===== config.mk =====
export PLATFORM = sky130hd
export DESIGN_NAME = spjq_ctrl
export DESIGN_NICKNAME = d
export VERILOG_FILES = /design/src/hw/rtl/spjq_pkg.sv /design/src/hw/rtl/spjq_ctrl.sv
export SDC_FILE = /design/constraint.sdc
export NUM_CORES = 1
export LEC_CHECK = 0
export BUFFER_PORTS_ARGS = -buffer_cell sky130_fd_sc_hd__buf_2
export CORE_ASPECT_RATIO = 1.4
export CORE_UTILIZATION = 30
export CTS_CLUSTER_DIAMETER = 120
export CTS_CLUSTER_SIZE = 10
export DETAILED_ROUTE_END_ITERATION = 7
export PLACE_DENSITY = 0.52
export RECOVER_POWER = 50
export SETUP_SLACK_MARGIN = 0.15
export SLEW_MARGIN = 5
export SYNTH_ARGS = -nofsm -noshare
export SYNTH_HDL_FRONTEND = slang
export SYNTH_SLANG_ARGS = --single-unit

===== constraint.sdc =====
create_clock -name i_clk -period 4.2 [get_ports i_clk]
set_input_delay 0.42 -clock i_clk [delete_from_list [all_inputs] [get_ports i_clk]]
set_output_delay 0.42 -clock i_clk [all_outputs]
set_load 0.01 [all_outputs]

===== src/hw/rtl/spjq_pkg.sv =====
// Shared types and constants for the sorted priority job queue.
// No dependencies; imported by the top level and the sequencer.
`timescale 1ns / 1ps
`default_nettype none

package spjq_pkg;

    localparam int SPJQ_DEPTH = 128;

    typedef enum logic {
        FN_ENQ = 1'b0,
        FN_DEQ = 1'b1
    } t_func;

    typedef enum logic [1:0] {
        ST_ENQ   = 2'd0,
        ST_DROP  = 2'd1,
        ST_DEQ   = 2'd2,
        ST_EMPTY = 2'd3
    } t_status;

    typedef struct packed {
        logic [7:0]  pri;
        logic [31:0] id;
        logic [31:0] payload;
    } t_entry;

    typedef struct packed {
        logic        valid;
        t_status     status;
        logic [31:0] job_id;
        logic [7:0]  pri;
        logic [31:0] payload;
        logic [7:0]  occupancy;
    } t_result;

endpackage

`default_nettype wire


===== src/hw/rtl/spjq_ctrl.sv =====
// Sequencer of the job queue: circular sorted store walk with one shared compare.
// Depends on spjq_pkg; drives the store RAM ports.
`timescale 1ns / 1ps
`default_nettype none

module spjq_ctrl
    import spjq_pkg::*;
#(
    parameter int QUEUE_DEPTH = SPJQ_DEPTH,
    localparam int AW = $clog2(QUEUE_DEPTH),
    localparam int CW = $clog2(QUEUE_DEPTH + 1)
) (
    input  wire logic          i_clk,
    input  wire logic          i_rst_n,
    input  wire logic          i_start,
    input  wire t_func         i_func,
    input  wire logic [7:0]    i_pri,
    input  wire logic [31:0]   i_payload,
    output logic               o_idle,
    output t_result            o_res,
    output logic               o_wr_en,
    output logic [AW-1:0]      o_wr_addr,
    output t_entry             o_wr_data,
    output logic [AW-1:0]      o_rd_addr,
    input  wire t_entry        i_rd_data
);

    typedef enum logic [1:0] {
        S_IDLE,
        S_CMP,
        S_INS,
        S_DEQ
    } t_state;

    t_state        r_state, n_state;
    logic [AW-1:0] r_head, n_head;
    logic [CW-1:0] r_count, n_count;
    logic [31:0]   r_next_id, n_next_id;
    logic [AW-1:0] r_ptr, n_ptr;
    logic [CW-1:0] r_pos, n_pos;
    t_entry        r_new, n_new;

    logic [AW:0]   tail_sum;
    logic [AW-1:0] tail;
    logic [CW+7:0] occ_ext;

    function automatic logic [AW-1:0] f_inc(input logic [AW-1:0] a);
        return (a == AW'(QUEUE_DEPTH - 1)) ? '0 : a + AW'(1);
    endfunction

    function automatic logic [AW-1:0] f_dec(input logic [AW-1:0] a);
        return (a == '0) ? AW'(QUEUE_DEPTH - 1) : a - AW'(1);
    endfunction

    assign tail_sum = (AW+1)'(r_head) + (AW+1)'(r_count) - (AW+1)'(1);
    assign tail     = (tail_sum >= (AW+1)'(QUEUE_DEPTH)) ?
                      AW'(tail_sum - (AW+1)'(QUEUE_DEPTH)) : AW'(tail_sum);
    assign occ_ext  = {8'd0, n_count};
    assign o_idle   = (r_state == S_IDLE);

    always_comb begin
        n_state   = r_state;
        n_head    = r_head;
        n_count   = r_count;
        n_next_id = r_next_id;
        n_ptr     = r_ptr;
        n_pos     = r_pos;
        n_new     = r_new;
        o_wr_en   = 1'b0;
        o_wr_addr = r_ptr;
        o_wr_data = r_new;
        o_rd_addr = r_ptr;
        o_res     = '0;
        unique case (r_state)
            S_IDLE: begin
                if (i_start) begin
                    if (i_func == FN_ENQ) begin
                        n_next_id = r_next_id + 32'd1;
                        n_new     = '{pri: i_pri, id: r_next_id, payload: i_payload};
                        o_res.job_id = r_next_id;
                        if (r_count == CW'(QUEUE_DEPTH)) begin
                            o_res.valid  = 1'b1;
                            o_res.status = ST_DROP;
                        end else if (r_count == '0) begin
                            o_wr_en      = 1'b1;
                            o_wr_addr    = r_head;
                            o_wr_data    = n_new;
                            n_count      = CW'(1);
                            o_res.valid  = 1'b1;
                            o_res.status = ST_ENQ;
                        end else begin
                            n_ptr     = tail;
                            n_pos     = r_count;
                            o_rd_addr = tail;
                            n_state   = S_CMP;
                        end
                    end else begin
                        if (r_count == '0) begin
                            o_res.valid  = 1'b1;
                            o_res.status = ST_EMPTY;
                        end else begin
                            o_rd_addr = r_head;
                            n_state   = S_DEQ;
                        end
                    end
                end
            end
            S_CMP: begin
                if (i_rd_data.pri > r_new.pri) begin
                    o_wr_en   = 1'b1;
                    o_wr_addr = f_inc(r_ptr);
                    o_wr_data = i_rd_data;
                    if (r_pos == CW'(1)) begin
                        n_state = S_INS;
                    end else begin
                        n_ptr     = f_dec(r_ptr);
                        o_rd_addr = f_dec(r_ptr);
                        n_pos     = r_pos - CW'(1);
                    end
                end else begin
                    o_wr_en      = 1'b1;
                    o_wr_addr    = f_inc(r_ptr);
                    n_count      = r_count + CW'(1);
                    o_res.valid  = 1'b1;
                    o_res.status = ST_ENQ;
                    o_res.job_id = r_new.id;
                    n_state      = S_IDLE;
                end
            end
            S_INS: begin
                o_wr_en      = 1'b1;
                n_count      = r_count + CW'(1);
                o_res.valid  = 1'b1;
                o_res.status = ST_ENQ;
                o_res.job_id = r_new.id;
                n_state      = S_IDLE;
            end
            S_DEQ: begin
                n_head        = f_inc(r_head);
                n_count       = r_count - CW'(1);
                o_res.valid   = 1'b1;
                o_res.status  = ST_DEQ;
                o_res.job_id  = i_rd_data.id;
                o_res.pri     = i_rd_data.pri;
                o_res.payload = i_rd_data.payload;
                n_state       = S_IDLE;
            end
            default: begin
                n_state = S_IDLE;
            end
        endcase
        o_res.occupancy = occ_ext[7:0];
    end

    always_ff @(posedge i_clk) begin
        if (!i_rst_n) begin
            r_state   <= S_IDLE;
            r_head    <= '0;
            r_count   <= '0;
            r_next_id <= 32'd1;
        end else begin
            r_state   <= n_state;
            r_head    <= n_head;
            r_count   <= n_count;
            r_next_id <= n_next_id;
        end
        r_ptr <= n_ptr;
        r_pos <= n_pos;
        r_new <= n_new;
    end

endmodule

`default_nettype wire

-- Word level (Yosys, flattened, before mapping)
Cells that the tools add are included.
- register bits: 136
- input bits: 116
- output and inout bits: 171
- $add $sub $neg: 10
- $lt $le $gt $ge: 2
- equality and inequality tests: 15
- mux-type cells: 61
- bitwise gates (word level): 1
- reductions and logical operators: 10
- operator list (cell ; count):
    two-way mux 72 bit ; 5
    one-hot mux 72 bit (2 select lines) ; 1
    one-hot mux 35 bit (4 select lines) ; 1
    two-way mux 7 bit ; 17
    two-way mux 8 bit ; 11
    two-way mux 35 bit ; 2
    one-hot mux 7 bit (2 select lines) ; 3
    two-way mux 40 bit ; 1
    adder 32 x 1 -> 32 bit, second input constant ; 1
    two-way mux 32 bit ; 1
    one-hot mux 8 bit (4 select lines) ; 1
    subtractor 8 x 1 -> 8 bit, second input constant ; 3
    one-hot mux 8 bit (2 select lines) ; 1
    adder 7 x 1 -> 7 bit, second input constant ; 2
    == test 7 bit, second input constant ; 2
    two-way mux 2 bit ; 7
    subtractor 7 x 1 -> 7 bit, second input constant ; 2
    two-way mux 3 bit ; 4
    != test 2 bit, second input constant ; 6
    adder 7 x 8 -> 8 bit ; 1
    adder 8 x 1 -> 8 bit, second input constant ; 1
    == test 8 x 1 -> 1 bit, second input constant ; 1
    == test 8 bit, second input constant ; 1
    greater-or-equal comparator 8 bit, second input constant ; 1
    other kinds (16) ; 23

-- Logic depth before layout (Yosys ltp)
Gate-level depths: netlist of run 1.
- depth in word-level cells: 9
- gate-level depth with buffers: 11
- mapped depth without buffers: 11

-- Worst setup path before layout of run 1
No wires, ideal clock.
- kind: reg2out
- start: register r_state[1]
- end: output o_res[50] (netlist bit)
- data arrival time: 4.096 ns
- data required time: 3.780 ns
- path slack: -0.316 ns
- cell stages (with the launch flop): 10
- cells stage by stage: dfxtp_1 inv_1 ha_1 buf_2 and3b_1 clkbuf_1 clkbuf_1 buf_1 a22oi_1 nand2_1
- RTL lines (what ; line ; text):
    start, declared ; spjq_ctrl.sv:35 ; t_state r_state, n_state;
    start signal, assigned ; spjq_ctrl.sv:162 ; r_state <= n_state;
    end, declared ; spjq_ctrl.sv:20 ; output t_result o_res,

==> metrics.md, run 1 <==
| Metric | Value |
|---|---|
| Status | `complete, but fails checks` |
| Failing checks | `capacitance limit, slew limit` |
| Final WL | `33,700 um` |
| Synth Area in Compound Gates | `23.3%` |
| Cell Area, Synth | `9160 um2` |
| Initial Util | `30.5%` |
| Synth async-reset ratio | `0%` |
| Switching Fraction | `42.8%` |
| CTS tree | `yes` |
| Dpl hpwl | `24,300 um` |
| CTS clk-pin slew, worst paths | `60 ps` |
| Post-synth EDFFs | `87` |
| CP cell instances | `inv_1 -> ha_1 -> buf_4 -> and3b_4 -> clkbuf_1 -> a22oi_1 -> nand2_1 -> buf_2` |
| #FFs+latches synth | `136` |
| CP Max Fanout | `45` |
| Die Y | `209 um` |
| Syn_area_per_cell | `8.65 um2` |
| CP Launch Type | `register` |
| Minimum clock period after layout | `3870 ps` |
| Vias/cell | `5.38` |
| Die area | `31,200 um2` |
| Post-synthesis cell count | `1,059` |
| VDD IR max | `0.246 mV` |
| Tot GR Track Use | `21.4%` |
| Drc violations | `0` |
| Commonest cells after routing, fill and taps aside | `buf_2, inv_1, nor2_1` |
| Number of nets in the layout | `1,459` |
| Share of layout cells above drive strength 1 | `22.3%` |
| Setup TNS Final | `0 ps` |
| Synth Area in XOR/XNOR | `5.07%` |
| Unrepaired setup endpoints after global routing | `false` |
| Initial antenna violation count | `0` |
| Pin count of the biggest net entering global routing | `60` |
| CP max stage cell | `clkbuf_1` |
| Congestion Overflow GR | `0` |
| # rows | `75` |
| WHS Path Cells | `1` |
| Fin. Hold Viols | `0` |
| I/O pins | `287` |
| Port bufs | `286` |
| Drt wl/cell | `19.7 um` |
| Via count | `9,200` |
| Pint | `3.76 mW` |
| Syn Nets | `1,207` |
| Hold Path Class | `in2reg` |
| DR pass1 iterations | `5` |
| Hold buffers post-CTS | `0` |
| Seq pwr share | `27.2%` |
| Leakage | `4.83 nW` |
| PD cells | `573 nW/um2` |
| F_max | `258 MHz` |
| First-pass GRT wire length | `51,300 um` |
| Crit. End Element | `output pin` |
| Leading cell type in the layout, fill and taps excluded | `buf_2` |
| Clk_skew | `8.78 ps` |
| Vias in the first global route | `8,962` |
| Simple-gate area share of the yosys netlist | `18.6%` |
| Root buf cell | `clkbuf_16` |
| H-tree Lvls | `4` |
| Post-synthesis mux area share | `1.04%` |
| Clk sinks | `136` |
| Gate power share | `49.1%` |
| Slew Viols, Final | `26` |
| Clock latency on the worst-skew pair | `430 ps` |
| Most used DFF post-synth | `edfxtp_1` |
| Max Cap Violations | `1` |
| CP peak stage delay | `900 ps` |
| Number of diodes | `0` |
| Synth warn | `0` |
| Max clock buf depth | `2` |
| Final critical-path share of the clock period | `92.2%` |
| Core Area | `30,000 um2` |
| Die Wd | `150 um` |
| Adder-cell share of the synthesized area | `4.45%` |
| GP Congestion | `0.922` |
| Yosys cell types | `74` |
| Slew headroom | `-12.2%` |
| DRT antenna net count | `0` |
| Worst R2R Path Depth | `5` |
| Kind of critical path | `reg2out` |
| Clock Power Share | `23.7%` |
| WP data arrival | `3450 ps` |
| Seq/Total Area, Yosys | `39.2%` |
| P&R area growth vs syn | `25.3%` |
| CP Data Required Time | `3780 ps` |
| Psw | `2.82 mW` |
| Final Total Pwr | `6.58 mW` |
| Slew at the pin with the worst max-slew slack | `1680 ps` |
| # setup viols final | `0` |
| Total CTS buffers | `17` |
| Initial DRC Count | `767` |
| Main combinational cell family by area after synthesis | `compound AO/OA/AOI/OAI gates` |
==> cells in the mapped netlist, types with 18 or more instances <==
master    count  area share [%]
a21oi_1      37             2.0
a221o_1      30             3.3
a22oi_1      81             6.6
and2_1       49             3.3
buf_2        28             1.5
clkbuf_1     38             1.6
dfxtp_1      49              11
edfxtp_1     87              29
ha_1         31             4.2
inv_1       111             4.5
nand2_1      66             2.7
nand3_1      33             1.8
nor2_1       94             3.9
nor3_1       18            0.98
o21ai_0      75             4.1
o21ai_1      20             1.1
xnor2_1      28             2.7
xor2_1       25             2.4
==> final timing paths <==
path                 start   endpoint  slack, ps
max             r_state[1]  o_res[78]        330
min          i_payload[20]  r_new[20]        190
max reg2reg     r_state[1]  r_new[24]        860
min reg2reg  r_next_id[31]  r_new[63]        520
==> what timing repair did <==
item | CTS | global route
cloned | 1 | 0
buffers inserted | 1 | 2
setup endpoints to repair | 17 | 37
resized for setup | 1 | 3
pin swaps | 2 | 1
==> registers in the layout (all words and copies together), names as in the netlist <==
name	cells
r_new	72
r_next_id	32
r_count	8
r_pos	8
r_head	7
r_ptr	7
r_state	2
==> kinds of logic (layout without fill, tap and decap cells) <==
logic type,after synthesis,in the layout
simple gates,332,333
compound gates,311,311
buf+inv,186,450
flops,136,136
xor+xnor,53,53
fa+ha+maj,32,32
mux,9,9
==> power groups by stage <==
| stage | clock network, mW | registers (mW) | logic (mW) |
|---|---|---|---|
| after floorplan | 0 | 1.74 | 1.99 |
| after global placement | 0 | 1.82 | 3.16 |
| after detailed placement | 0 | 1.82 | 3.14 |
| after CTS | 1.59 | 1.79 | 3.21 |
| after global routing | 1.65 | 1.81 | 3.52 |
| final | 1.56 | 1.79 | 3.23 |
==> critical path, delay by kind of cell, from the launching register on <==
kind	cells	cell delay (ps)
simple gates	2	800
buf+inv	4	1470
flops	1	340
compound gates	1	220
fa+ha+maj	1	170
==> stage by stage <==
stage	worst slack, ps	util, %	hold slack [ps]	cells	area, um2
3_3_place_gp	185	36.3	507	1673	10900
6_report	327	38.2	185	1709	11500
3_5_place_dp	155	36.3	504	1673	10900
2_1_floorplan	804	-	403	1059	9170
4_1_cts	176	38.5	161	1707	11500
5_1_grt	93.5	38.2	166	1709	11500
==> per-layer routing <==
layer	GRT usage, %	wire [um]	up-vias
met5	0	0	-
met4	8.12	913	0
met3	3.67	1740	51
met2	37.4	17300	348
met1	25.9	13700	4450
li1	-	-	4351
==> final cells by class <==
cell class / count / area (um2)
fillers: 3197 / 18500
multi-input cells: 738 / 4840
flip-flops and latches: 136 / 3590
repair buffers: 307 / 1530
clock buffers: 24 / 534
well taps: 385 / 482
inverters: 111 / 417
clock inverters: 8 / 78.8
No activity file was read; power rests on OpenSTA's default activity.
==> run 2, diff against run 1 <==
- GPL_ROUTABILITY_DRIVEN: default -> 0
- REMOVE_ABC_BUFFERS: default -> 1
- SETUP_SLACK_MARGIN: 0.15 -> default
==> run 2 against run 1 <==
The flow now finishes without violations. Fmax decreased by 1.1%. Die area unchanged. Non-clock buffer count increased by 5. Setup slack got worse by 41 ps. Final cell count increased by 0.29%. Via count decreased by 0.40%. Sequential power about the same. Critical endpoint is now o_rd_addr[6].
==> metrics.md, run 2 (synthesized netlist as in run 1, its figures left out) <==
| Metric | Value |
|---|---|
| Largest Register | `r_new` |
| CP Max Fanout | `10` |
| Clk sinks | `136` |
| Hold Path Class | `in2reg` |
| Top flop regs | `r_new (72), r_next_id (32)` |
| Initial Util | `30.5%` |
| CP Launch Type | `register` |
| Seq pwr share | `27.0%` |
| CTS clk-pin slew, worst paths | `70 ps` |
| Pin count of the biggest net entering global routing | `54` |
| Number of nets in the layout | `1,463` |
| Slew headroom | `32.0%` |
| Met3 Use GR | `3.97%` |
| Busiest layer in global routing | `met2` |
| Drc violations | `0` |
| I/O pins | `287` |
| VDD IR max | `0.267 mV` |
| Unrepaired setup endpoints after global routing | `false` |
| Minimum clock period after layout | `3910 ps` |
| Max clock buf depth | `2` |
| First-pass GRT wire length | `51,700 um` |
| Congestion Overflow GR | `0` |
| Status | `completed` |
| Die Y | `209 um` |
| Crit. End Element | `output pin` |
| Flop2flop setup slack | `980 ps` |
| CP peak stage delay | `580 ps` |
| Pint | `3.71 mW` |
| Core Area | `30,000 um2` |
| Psw | `2.88 mW` |
| Die Wd | `150 um` |
| Final critical-path share of the clock period | `93.2%` |
| Share of layout cells above drive strength 1 | `21.4%` |
| WP data arrival | `3490 ps` |
| Post-layout util | `38.1%` |
| P&R area growth vs syn | `25.0%` |
| DR pass1 iterations | `6` |
| # setup viols final | `0` |
| Grt met2 use | `36.0%` |
| Port bufs | `286` |
| Switching Fraction | `43.7%` |
| H-tree Lvls | `4` |
| CP Data Required Time | `3780 ps` |
| Post-DP Area | `11,000 um2` |
| Drt wl/cell | `19.8 um` |
| Via count | `9,163` |
| DRT antenna net count | `0` |
| Buf/Inv on CP | `3` |
| Resized Gates After CTS | `0` |
| Die area | `31,200 um2` |
| CTS tree | `yes` |
| Final WL | `34,000 um` |
| Vias/cell | `5.35` |
| Slew at the pin with the worst max-slew slack | `1020 ps` |
| Gate power share | `49.8%` |
| Vias in the first global route | `8,761` |
| Kind of critical path | `reg2out` |
| Post-CTS setup buffers | `0` |
| Fin Hold WS | `182 ps` |
| Total CTS buffers | `17` |
| CP delay by family, top | `compound AO/OA/AOI/OAI gates` |
| Clk_skew | `17.8 ps` |
| Leading cell type in the layout, fill and taps excluded | `buf_2` |
| Max reg flops | `72` |
| Slew Viols, Final | `0` |
| Initial antenna violation count | `2` |
| Dpl hpwl | `24,800 um` |
| Initial DRC Count | `770` |
| Commonest cells after routing, fill and taps aside | `buf_2, inv_1, nor2_1` |
| CP cell instances | `inv_1 -> ha_1 -> inv_1 -> ha_1 -> a211oi_1 -> o21bai_1 -> a21oi_1 -> xnor2_1 -> a221oi_1 -> a221o_1 -> buf_2` |
| # rows | `75` |
| Design Area, Final | `11,400 um2` |
| Root buf cell | `clkbuf_16` |
| PD cells | `575 nW/um2` |
| Fin. Hold Viols | `0` |
| Tot GR Track Use | `21.6%` |
| Leakage | `4.79 nW` |
| Met1 usage | `27.3%` |
| Hold buffers post-CTS | `0` |
| Clock latency on the worst-skew pair | `430 ps` |
| Max Cap Violations | `0` |
| F_max | `255 MHz` |
| Clock Power Share | `23.2%` |
| CP max stage cell | `dfxtp_1` |
[run 2: layout make-up]
cell class / count / area, um2
Sequential cell: 136 / 3590
Antenna cell: 1 / 2.50
Fill cell: 3160 / 18600
Clock buffer: 17 / 425
Inverter: 111 / 417
Timing Repair Buffer: 312 / 1560
Tap cell: 385 / 482
Multi-Input combinational cell: 737 / 4820
Clock inverter: 15 / 149
[run 2: power by group through the flow]
stage,Combinational (mW),Sequential [mW],Clock [mW]
detailed placement,3.27,1.81,0
finish,3.28,1.78,1.52
global placement,3.27,1.80,0
global route,3.55,1.80,1.60
CTS,3.28,1.78,1.56
floorplan,1.83,1.78,0
[run 2: worst register-to-register path, delay by kind of cell (launching register included)]
family                   cells  cell delay, ps
buffers and inverters        4            1560
AND/OR/NAND/NOR              1             540
flip-flops                   1             340
adder cells (fa/ha/maj)      1             460
[run 2: metrics by stage]
stage	power [mW]	setup slack, ps	std cells	TNS (ps)
after CTS	6.62	267	1713	0
after floorplan	3.61	-401	984	-25330
final	6.59	286	1714	0
after global placement	5.07	745	1681	0
after global routing	6.95	46.7	1713	0
after detailed placement	5.07	768	1681	0
[run 2: path summary, 6_finish.rpt]
kind                            cells after the start            to           from
worst min register to register                      0     r_new[50]  r_next_id[18]
worst min-delay path                                1      r_new[1]   i_payload[1]
worst max-delay path                               11  o_rd_addr[6]     r_count[2]
worst max register to register                      6     r_new[30]     r_state[1]
[run 2: routing by layer]
layer  up-vias  share of wire (%)
li1       4359                  -
met1      4378                 41
met2       363                 49
met3        61                6.5
met4         2                3.0
met5         -              0.024
==> run 3, diff against run 2 <==
- REMOVE_ABC_BUFFERS: 1 -> default
==> run 3 against run 2 <==
The flow now finishes with violations (capacitance limit, slew limit). Via count up 0.15%. Register-to-register slack lost 100 ps. Global-route usage decreased by 0.42 points. Total power decreased by 0.55%. Die area did not move. Final cell count down 0.41%.
==> metrics.md, run 3 (synthesized netlist as in run 1, its figures left out) <==
| Metric | Value |
|---|---|
| Hold Path Class | `in2reg` |
| F_max | `250 MHz` |
| Port bufs | `286` |
| Max Cap Violations | `1` |
| H-tree Lvls | `4` |
| Core Area | `30,000 um2` |
| Drc violations | `0` |
| Post-route setup slack | `195 ps` |
| Dpl hpwl | `24,300 um` |
| VDD IR max | `0.247 mV` |
| PD cells | `572 nW/um2` |
| CP peak stage delay | `410 ps` |
| Die area | `31,200 um2` |
| Slew headroom | `-11.1%` |
| Hold buffers post-CTS | `0` |
| Number of diodes | `0` |
| Max reg flops | `72` |
| Failing checks | `capacitance limit, slew limit` |
| Die Y | `209 um` |
| Drt wl/cell | `19.7 um` |
| Share of layout cells above drive strength 1 | `22.2%` |
| Final critical-path share of the clock period | `95.4%` |
| Total CTS buffers | `17` |
| Tot GR Track Use | `21.2%` |
| Leading cell type in the layout, fill and taps excluded | `buf_2` |
| First-pass GRT wire length | `50,900 um` |
| Minimum clock period after layout | `4010 ps` |
| CP Max Fanout | `32` |
| Initial antenna violation count | `0` |
| Kind of critical path | `reg2out` |
| Commonest cells after routing, fill and taps aside | `buf_2, inv_1, nor2_1` |
| Root buf cell | `clkbuf_16` |
| CP Data Required Time | `3780 ps` |
| Setup TNS Final | `0 ps` |
| Via count | `9,177` |
| CTS tree | `yes` |
| Clock latency on the worst-skew pair | `420 ps` |
| Slew Viols, Final | `26` |
| Max clock buf depth | `2` |
| Crit. End Element | `output pin` |
| Initial Util | `30.5%` |
| Initial DRC Count | `813` |
| Vias/cell | `5.38` |
| Clk sinks | `136` |
| Vias in the first global route | `8,946` |
| # rows | `75` |
| Leakage | `4.82 nW` |
| Pin count of the biggest net entering global routing | `60` |
| P&R area growth vs syn | `25.1%` |
| CP cell instances | `inv_1 -> ha_1 -> nand4_1 -> o21ba_1 -> and3_1 -> o31ai_4 -> and2_4 -> buf_4 -> o21ai_0 -> buf_2` |
| Status | `complete, but fails checks` |
| Top flop regs | `r_new (72), r_next_id (32)` |
| CTS clk-pin slew, worst paths | `60 ps` |
| Largest Register | `r_new` |
| DR pass1 iterations | `5` |
| Unrepaired setup endpoints after global routing | `false` |
| Slew at the pin with the worst max-slew slack | `1670 ps` |
| Die Wd | `150 um` |
| I/O pins | `287` |
| CP max stage cell | `and3_1` |
| Congestion Overflow GR | `0` |
| Final WL | `33,600 um` |
| DP Worst Slack | `155 ps` |
| WP data arrival | `3590 ps` |
| Clk_skew | `9.03 ps` |
| # setup viols final | `0` |
| Fin. Hold Viols | `0` |
| CP Launch Type | `register` |
| Number of nets in the layout | `1,457` |
| DRT antenna net count | `0` |
==> run 3: metal layers <==
metal,GRT usage (%),wire (um),up-vias
met5,0,0,-
met4,8.32,1010,0
met3,3.65,1940,51
met2,37.0,17200,369
met1,25.5,13400,4407
li1,-,-,4350
==> run 3: worst paths after layout <==
path / startpoint / end / slack (ps) / cells past startpoint
setup / recovery: r_new[68] / o_wr_data[65] / 190 / 10
hold / removal: i_payload[20] / r_new[20] / 180 / 1
setup reg to reg: r_state[1] / r_new[24] / 880 / 5
hold reg to reg: r_next_id[31] / r_new[63] / 530 / 0
==> run 3: final cells by class <==
type | count | area (um2)
flip-flops and latches | 136 | 3590
repair buffers | 305 | 1520
inverters | 111 | 417
multi-input cells | 738 | 4840
well taps | 385 | 482
clock buffers | 24 | 534
fillers | 3199 | 18600
clock inverters | 8 | 78.8
==> run 3: power breakdown <==
part	total (mW)	leakage (nW)	switching, mW	internal (mW)
logic	3.20	3.30	2.06	1.14
registers	1.79	1.22	0.150	1.64
clock network	1.56	0.308	0.605	0.953
total	6.55	4.82	2.81	3.74
==> run 3: stage by stage <==
| step | instances | utilization (%) | total power, mW | instance area (um2) | hold WS [ps] |
|---|---|---|---|---|---|
| finish | 1707 | 38.2 | 6.55 | 11500 | 184 |
| global route | 1707 | 38.2 | 6.95 | 11500 | 166 |
| CTS | 1706 | 38.4 | 6.54 | 11500 | 161 |
| detailed placement | 1673 | 36.3 | 4.96 | 10900 | 504 |
| global placement | 1673 | 36.3 | 4.97 | 10900 | 507 |
| floorplan | 1059 | - | 3.73 | 9170 | 403 |
==> run 3: what timing repair did <==
action                                  in CTS  in global routing
buffers inserted                             1                  0
pin swaps                                    1                  1
cloned                                       0                  1
resized for setup                            0                  2
endpoints found under the setup margin       4                 30
==> run 3: worst max-delay path: cells and delay by family (launching register included) <==
| kind | cells | cell delay, ps |
|---|---|---|
| AO/OA/AOI/OAI | 3 | 850 |
| adder cells (fa/ha/maj) | 1 | 310 |
| buffers and inverters | 3 | 610 |
| flip-flops | 1 | 330 |
| AND/OR/NAND/NOR | 3 | 1030 |
